File: src/pcar_pkg.sv
// shared types and constants of the per-channel affine requantizer
`timescale 1ns / 1ps

package pcar_pkg;

  localparam int MAX_CHANNELS_DEF    = 1024;
  localparam int COEFF_FRAC_BITS_DEF = 16;

  localparam int FUNC_W     = 1;
  localparam int CH_W       = 10;
  localparam int COEFF_W    = 32;
  localparam int SAMPLE_W   = 8;
  localparam int ZP_W       = 8;
  localparam int COUNT_W    = 11;
  localparam int CFG_IDX_W  = 4;
  localparam int CFG_DATA_W = 11;

  typedef enum logic [FUNC_W-1:0] {
    FUNC_LOAD   = 1'b0,
    FUNC_SAMPLE = 1'b1
  } func_t;

  typedef enum logic [CFG_IDX_W-1:0] {
    REG_IN_ZP    = 4'd0,
    REG_OUT_ZP   = 4'd1,
    REG_RELU     = 4'd2,
    REG_CHANNELS = 4'd3
  } cfg_reg_t;

  // settings that the output stage needs
  typedef struct packed {
    logic [ZP_W-1:0] out_zp;
    logic            relu;
  } post_cfg_t;

endpackage

File: src/pcar_round_clamp.sv
// round half to even, add output zero point, relu floor and clamp to 0..255
`timescale 1ns / 1ps

module pcar_round_clamp #(
  parameter int COEFF_FRAC_BITS = pcar_pkg::COEFF_FRAC_BITS_DEF,
  parameter int ACC_W           = 42
) (
  input  logic signed [ACC_W-1:0]      acc,
  input  pcar_pkg::post_cfg_t          post_cfg,
  output logic [pcar_pkg::SAMPLE_W-1:0] result
);
  import pcar_pkg::*;

  localparam int Q_W = ACC_W - COEFF_FRAC_BITS;
  localparam int R_W = Q_W + 2;

  logic [Q_W-1:0]             q;
  logic [COEFF_FRAC_BITS-1:0] rem;
  logic [COEFF_FRAC_BITS-1:0] half;
  logic                       inc;
  logic signed [R_W-1:0]      r;
  logic signed [R_W-1:0]      floor_val;
  logic signed [R_W-1:0]      floored;

  assign q    = acc[ACC_W-1:COEFF_FRAC_BITS];
  assign rem  = acc[COEFF_FRAC_BITS-1:0];
  assign half = {1'b1, {(COEFF_FRAC_BITS-1){1'b0}}};

  // ties go to the even integer
  assign inc = (rem > half) || ((rem == half) && q[0]);

  assign r = $signed({{2{q[Q_W-1]}}, q})
           + $signed({{(R_W-1){1'b0}}, inc})
           + $signed({{(R_W-ZP_W){1'b0}}, post_cfg.out_zp});

  assign floor_val = post_cfg.relu ? $signed({{(R_W-ZP_W){1'b0}}, post_cfg.out_zp})
                                   : '0;

  always_comb begin
    floored = (r < floor_val) ? floor_val : r;
    if (floored > $signed(R_W'(255))) begin
      result = '1;
    end else if (floored < $signed(R_W'(0))) begin
      result = '0;
    end else begin
      result = floored[SAMPLE_W-1:0];
    end
  end

endmodule

File: config.mk
export PLATFORM = sky130hd
export DESIGN_NAME = pcar_round_clamp
export DESIGN_NICKNAME = d
export VERILOG_FILES = /design/src/pcar_pkg.sv /design/src/pcar_round_clamp.sv
export SDC_FILE = /design/constraint.sdc
export NUM_CORES = 1
export LEC_CHECK = 0
export ABC_CLOCK_PERIOD_IN_PS = 4700
export BUFFER_PORTS_ARGS = -buffer_cell sky130_fd_sc_hd__buf_2
export CAP_MARGIN = 20
export CELL_PAD_IN_SITES_DETAIL_PLACEMENT = 0
export CELL_PAD_IN_SITES_GLOBAL_PLACEMENT = 2
export CORE_ASPECT_RATIO = 0.6
export CORE_UTILIZATION = 26
export DETAILED_ROUTE_END_ITERATION = 10
export GPL_ROUTABILITY_DRIVEN = 0
export GPL_TIMING_DRIVEN = 0
export PLACE_DENSITY_LB_ADDON = 0.1
export REMOVE_ABC_BUFFERS = 1
export SETUP_SLACK_MARGIN = 0.05
export SYNTH_ARGS = -nofsm -noshare
export SYNTH_HDL_FRONTEND = slang
export SYNTH_SLANG_ARGS = --single-unit
File: constraint.sdc
create_clock -name vclk -period 4.7
set_input_delay 0 -clock vclk [all_inputs]
set_output_delay 0 -clock vclk [all_outputs]
set_load 0.03 [all_outputs]
Yosys cells after proc, flatten, opt, wreduce, memory -nomap -nowiden
Cells that the tools add are included.
W data, S select, Z words.
{ "word_totals": {"reg_bits": 0, "inputBits": 51, "output_inout_bits": 8, "wordCells": 13} }
{ "classes": {"n_addsub": 2, "order_cmp": 4, "eq_ne": 1, "n_mux": 4, "reduce_logical": 2} }
{ "op_table": {"columns": ["op", "count"], "rows": [
  ["$add A27 B9 Y28", 1],
  ["$gt A28 B9 Y1 const B", 1],
  ["$lt A28 B1 Y1 const B", 1],
  ["$lt A28 B9 Y1", 1],
  ["$mux W28", 1],
  ["$add A26 B2 Y27", 1],
  ["$mux W8", 3],
  ["$eq A16 B16 Y1 const B", 1],
  ["$gt A16 B16 Y1 const B", 1],
  ["$logic_and A1 B1 Y1", 1],
  ["$logic_or A1 B1 Y1", 1]
]} }

Logic depth before layout (Yosys ltp)
{ "depth": {"word_depth": 10, "ltp_mapped": 18, "depth_no_buf": 17} }

Worst setup path after synthesis
Ideal clock, no wire load.
{ "synth_timing": {"path_type": "input port to output port", "start": "in acc[3]", "end": "out result[0] (netlist name)", "arrival_time_ns": 3.895, "required_ns": 4.700, "path_slack_ns": 0.805, "stages": 16, "n_path_buf": 1, "cell_sequence": "nor4_1 > a41oi_1 > fa_1 > inv_1 > fa_1 > nand2b_1 > a21oi_1 > o21bai_1 > a221oi_1 > o21ba_2 > a2111oi_2 > and4_1 > ha_1 > buf_1 > inv_1 > a41oi_1"} }
{ "synth_between": {"elab_chain_len": 10, "elab_cells_between_ends": 12, "classes_between": "add/sub (2); order compare (4); eq/ne (1); mux (3); reduce/logical (2)"} }
{ "synth_lines": {"columns": ["item", "line_no", "rtl"], "rows": [
  ["start: declaration", "pcar_round_clamp.sv:8", "input logic signed [ACC_W-1:0] acc,"],
  ["branches (longest 2 deep; another with $gt A16 B16 Y1)", null, null],
  ["$logic_or A1 B1 Y1 *", "pcar_round_clamp.sv:30", "assign inc = (rem > half) || ((rem == half) && q[0]);"],
  ["$add A26 B2 Y27 *", "pcar_round_clamp.sv:33", "+ $signed({{(R_W-1){1'b0}}, inc})"],
  ["$add A27 B9 Y28 *", "pcar_round_clamp.sv:34", "+ $signed({{(R_W-ZP_W){1'b0}}, post_cfg.out_zp});"],
  ["$lt A28 B9 Y1", "pcar_round_clamp.sv:40", "floored = (r < floor_val) ? floor_val : r;"],
  ["$mux W28 *", "pcar_round_clamp.sv:40", null],
  ["$lt A28 B1 Y1", "pcar_round_clamp.sv:43", "end else if (floored < $signed(R_W'(0))) begin"],
  ["$mux W8", "pcar_round_clamp.sv:43", null],
  ["$mux W8 *", "pcar_round_clamp.sv:41", "if (floored > $signed(R_W'(255))) begin"],
  ["end: declaration", "pcar_round_clamp.sv:10", "output logic [pcar_pkg::SAMPLE_W-1:0] result"]
]} }
Mark *: on every way between the ends.

Worst setup path in the final report
{ "layout_timing": {"start": "in acc[16]", "end": "out result[6] (netlist name)"} }
{ "layout_between": {"elab_chain_len": 9, "elab_cells_between_ends": 10, "classes_between": "add/sub (2); order compare (3); mux (3); reduce/logical (2)"} }
{ "layout_lines": {"columns": ["item", "line_no"], "rows": [
  ["$logic_and A1 B1 Y1", "pcar_round_clamp.sv:30"],
  ["$logic_or A1 B1 Y1", "pcar_round_clamp.sv:30"],
  ["$add A26 B2 Y27 *", "pcar_round_clamp.sv:33"],
  ["$add A27 B9 Y28 *", "pcar_round_clamp.sv:34"],
  ["$lt A28 B9 Y1", "pcar_round_clamp.sv:40"],
  ["$mux W28 *", "pcar_round_clamp.sv:40"],
  ["$lt A28 B1 Y1", "pcar_round_clamp.sv:43"],
  ["$mux W8", "pcar_round_clamp.sv:43"],
  ["$mux W8 *", "pcar_round_clamp.sv:41"]
]} }
Every way passes the cells marked *; elsewhere a longest branch is shown, timed or not.

==> metrics.yaml <==
pwr:
  leakage_uw: 0.000797
  p_sw_uw: 108
  clockPowerShare_pct: 0
  p_seq_share_pct: 0
  pwr-share-comb_pct: 100.0
  p_int_uw: 76.1
  power_density_nw_per_um2: 109
  switching_share_pct: 58.7
  peakVddDrop_v: 0.0000399
yosys:
  syn_area_per_cell_um2: 7.29
  ys_top_cells_by_area: "ha_1, a21o_1, a41oi_1"
  synth_area_um2: 1310
  synth_common_cells: "nand2_1, ha_1, inv_1"
  post-synth-top-count-cell: "nand2_1"
  syn_inst: 180
  seq_area_frac_synth_pct: 0
  synth_cell_type_count: 52
  yosys_warnings: 0
  yosys.area.top_type_share_pct: 14.3
  yosys.area.top_type: "ha_1"
detailed_routing:
  first_iter_violations: 162
  dr.pass1.iters: 4
  antenna_violating_nets_post_route: 0
  drc_errors: 0
  vias: 1587
  wl_per_cell_um: 15.7
  via_per_inst: 5.34
  totalWireLength_um: 4650
final_layout:
  layout.cells.non_filler: 297
  layout.nets: 304
  design.seq.count: 0
  clock_buffers: 0
  nFillCells: 512
  utilization_pct: 35.8
  area_growth_syn_to_layout_pct: 28.4
  antenna_cells: 0
  drive_above_1_share_pct: 30.8
  seqCellArea_um2: 0
floorplanning:
  ios: 59
  die_area_um2: 5350
  start_util_pct: 27.9
  fp.dieW_um: 93.7
  rows: 19
  core_region_area_um2: 4710
  die_h_um: 57.0
global_route:
  antenna_found_initial: 0
  grt_pass1_wl_um: 7340
  grt_usage_pct: 17.2
  grt_pass1_vias: 1462
  overflow: 0
  grt_max_degree: 12
place:
  dp_worst_setup_slack_ps: -10.5
  port_buffers: 59
  post-place-cells: 296
  hpwlAfterDp_um: 3860
setup_path:
  crit_start: "acc[16]"
  path_max_fanout: 9
  cp.required_ps: 4700
  worstSetupEndpointType: "output pin"
  crit_arrival_ps: 4330
  path_class: "in -> out"
  critPathLaunchType: "input port"
sta:
  slew_headroom_pct: 63.9
  final-max-slew-violation-count: 0
  hold_violations: 0
  fin_crit_ps: 4330
  tightest_slew_ps: 537
  fmax_ghz: 0.231
  rsz0062_at_grt: "no"
  fin_ws_ps: 365
  fin_crit_sh_pct: 92.2
  setup_violations: 0
run:
  drv_cap: 0
worst_hold_path:
  hp-class: "in -> out"
  hp-start: "post_cfg[1]"
status:
  status: "complete, no violations"
clocking:
  cts_hold_buf: 0
==> layer usage <==
layer  wire [um]  track usage [%]
met3         288            0.133
met5           0                0
met1        2580             30.1
met4           0                0
met2        1780             23.9
==> cell type report <==
class / count / area (um^2) / area share [%]
multi-input combinational: 159 / 1250 / 74.0
timing repair buffer: 60 / 303 / 18.0
tap: 63 / 78.8 / 4.68
inverter: 15 / 56.3 / 3.34
==> logic make-up (layout without fill, tap and decap cells) <==
logic type	count (synthesis)	in the layout	synth area share (%)
adders and majority gates	17	17	17.3
buffers and inverters	21	75	6.29
xor gates and xnor gates	9	9	6.01
and+or+nand+nor	68	68	30.0
AOI/OAI and AO/OA	63	63	38.8
muxes	2	2	1.53
==> layout by cell type (no fill, tap or decap), types with 2 or more instances in the layout <==
| cell type | instances |
|---|---|
| xnor2_1 | 3 |
| mux2i_1 | 2 |
| fa_1 | 2 |
| a211o_1 | 2 |
| inv_1 | 15 |
| o211ai_1 | 4 |
| nand4_1 | 5 |
| nor4_1 | 4 |
| and2_1 | 2 |
| o21bai_1 | 2 |
| a21oi_1 | 10 |
| a211oi_1 | 3 |
| nand2_1 | 20 |
| buf_2 | 59 |
| ha_1 | 15 |
| o21a_1 | 3 |
| nor3_1 | 7 |
| a21o_1 | 13 |
| and4_1 | 2 |
| nor2_1 | 4 |
| a2111oi_4 | 2 |
| a41oi_1 | 9 |
| nand2b_1 | 2 |
| and3_1 | 4 |
| o21ai_0 | 4 |
| nand3_1 | 6 |
| nor3b_2 | 2 |
| nor2b_1 | 2 |
| xor2_1 | 6 |
==> final timing paths <==
check | to | slack, ps | depth (start not counted)
worst max-delay path | result[6] | 370 | 17
worst min-delay path | result[0] | 510 | 5
==> metrics by stage <==
stage,setup TNS (ps),cell area [um^2],power (uW),hold WS [ps]
3_5_place_dp,-10.5,1660,180,505
5_1_grt,0,1690,205,544
3_3_place_gp,-154,1660,180,502
4_1_cts,0,1670,182,512
2_1_floorplan,0,1290,116,279
6_report,0,1690,184,507
==> worst max-delay path, stage by stage <==
cell and delay, ps:
buf_2 110, nor4_1 60, a41oi_1 240, fa_1 330, inv_1 90, fa_1 390
nand2b_1 180, a21oi_1 360, o21bai_1 220, a211oi_1 340, xor2_1 160, nor4_4 540
and4_1 260, ha_1 320, inv_1 220, a41oi_1 250, buf_2 240
==> what timing repair did <==
item / in CTS / in global routing
setup buffers: 0 / 1
setup endpoints to repair: 8 / 8
gates resized for setup: 1 / 1
pin swaps: 0 / 1
==> power groups by stage <==
stage / clock, uW / sequential [uW] / combinational [uW]
after floorplan: 0 / 0 / 116
after global placement: 0 / 0 / 180
after detailed placement: 0 / 0 / 180
after CTS: 0 / 0 / 182
after global routing: 0 / 0 / 205
final: 0 / 0 / 184
(Power assumes the default switching activity.)
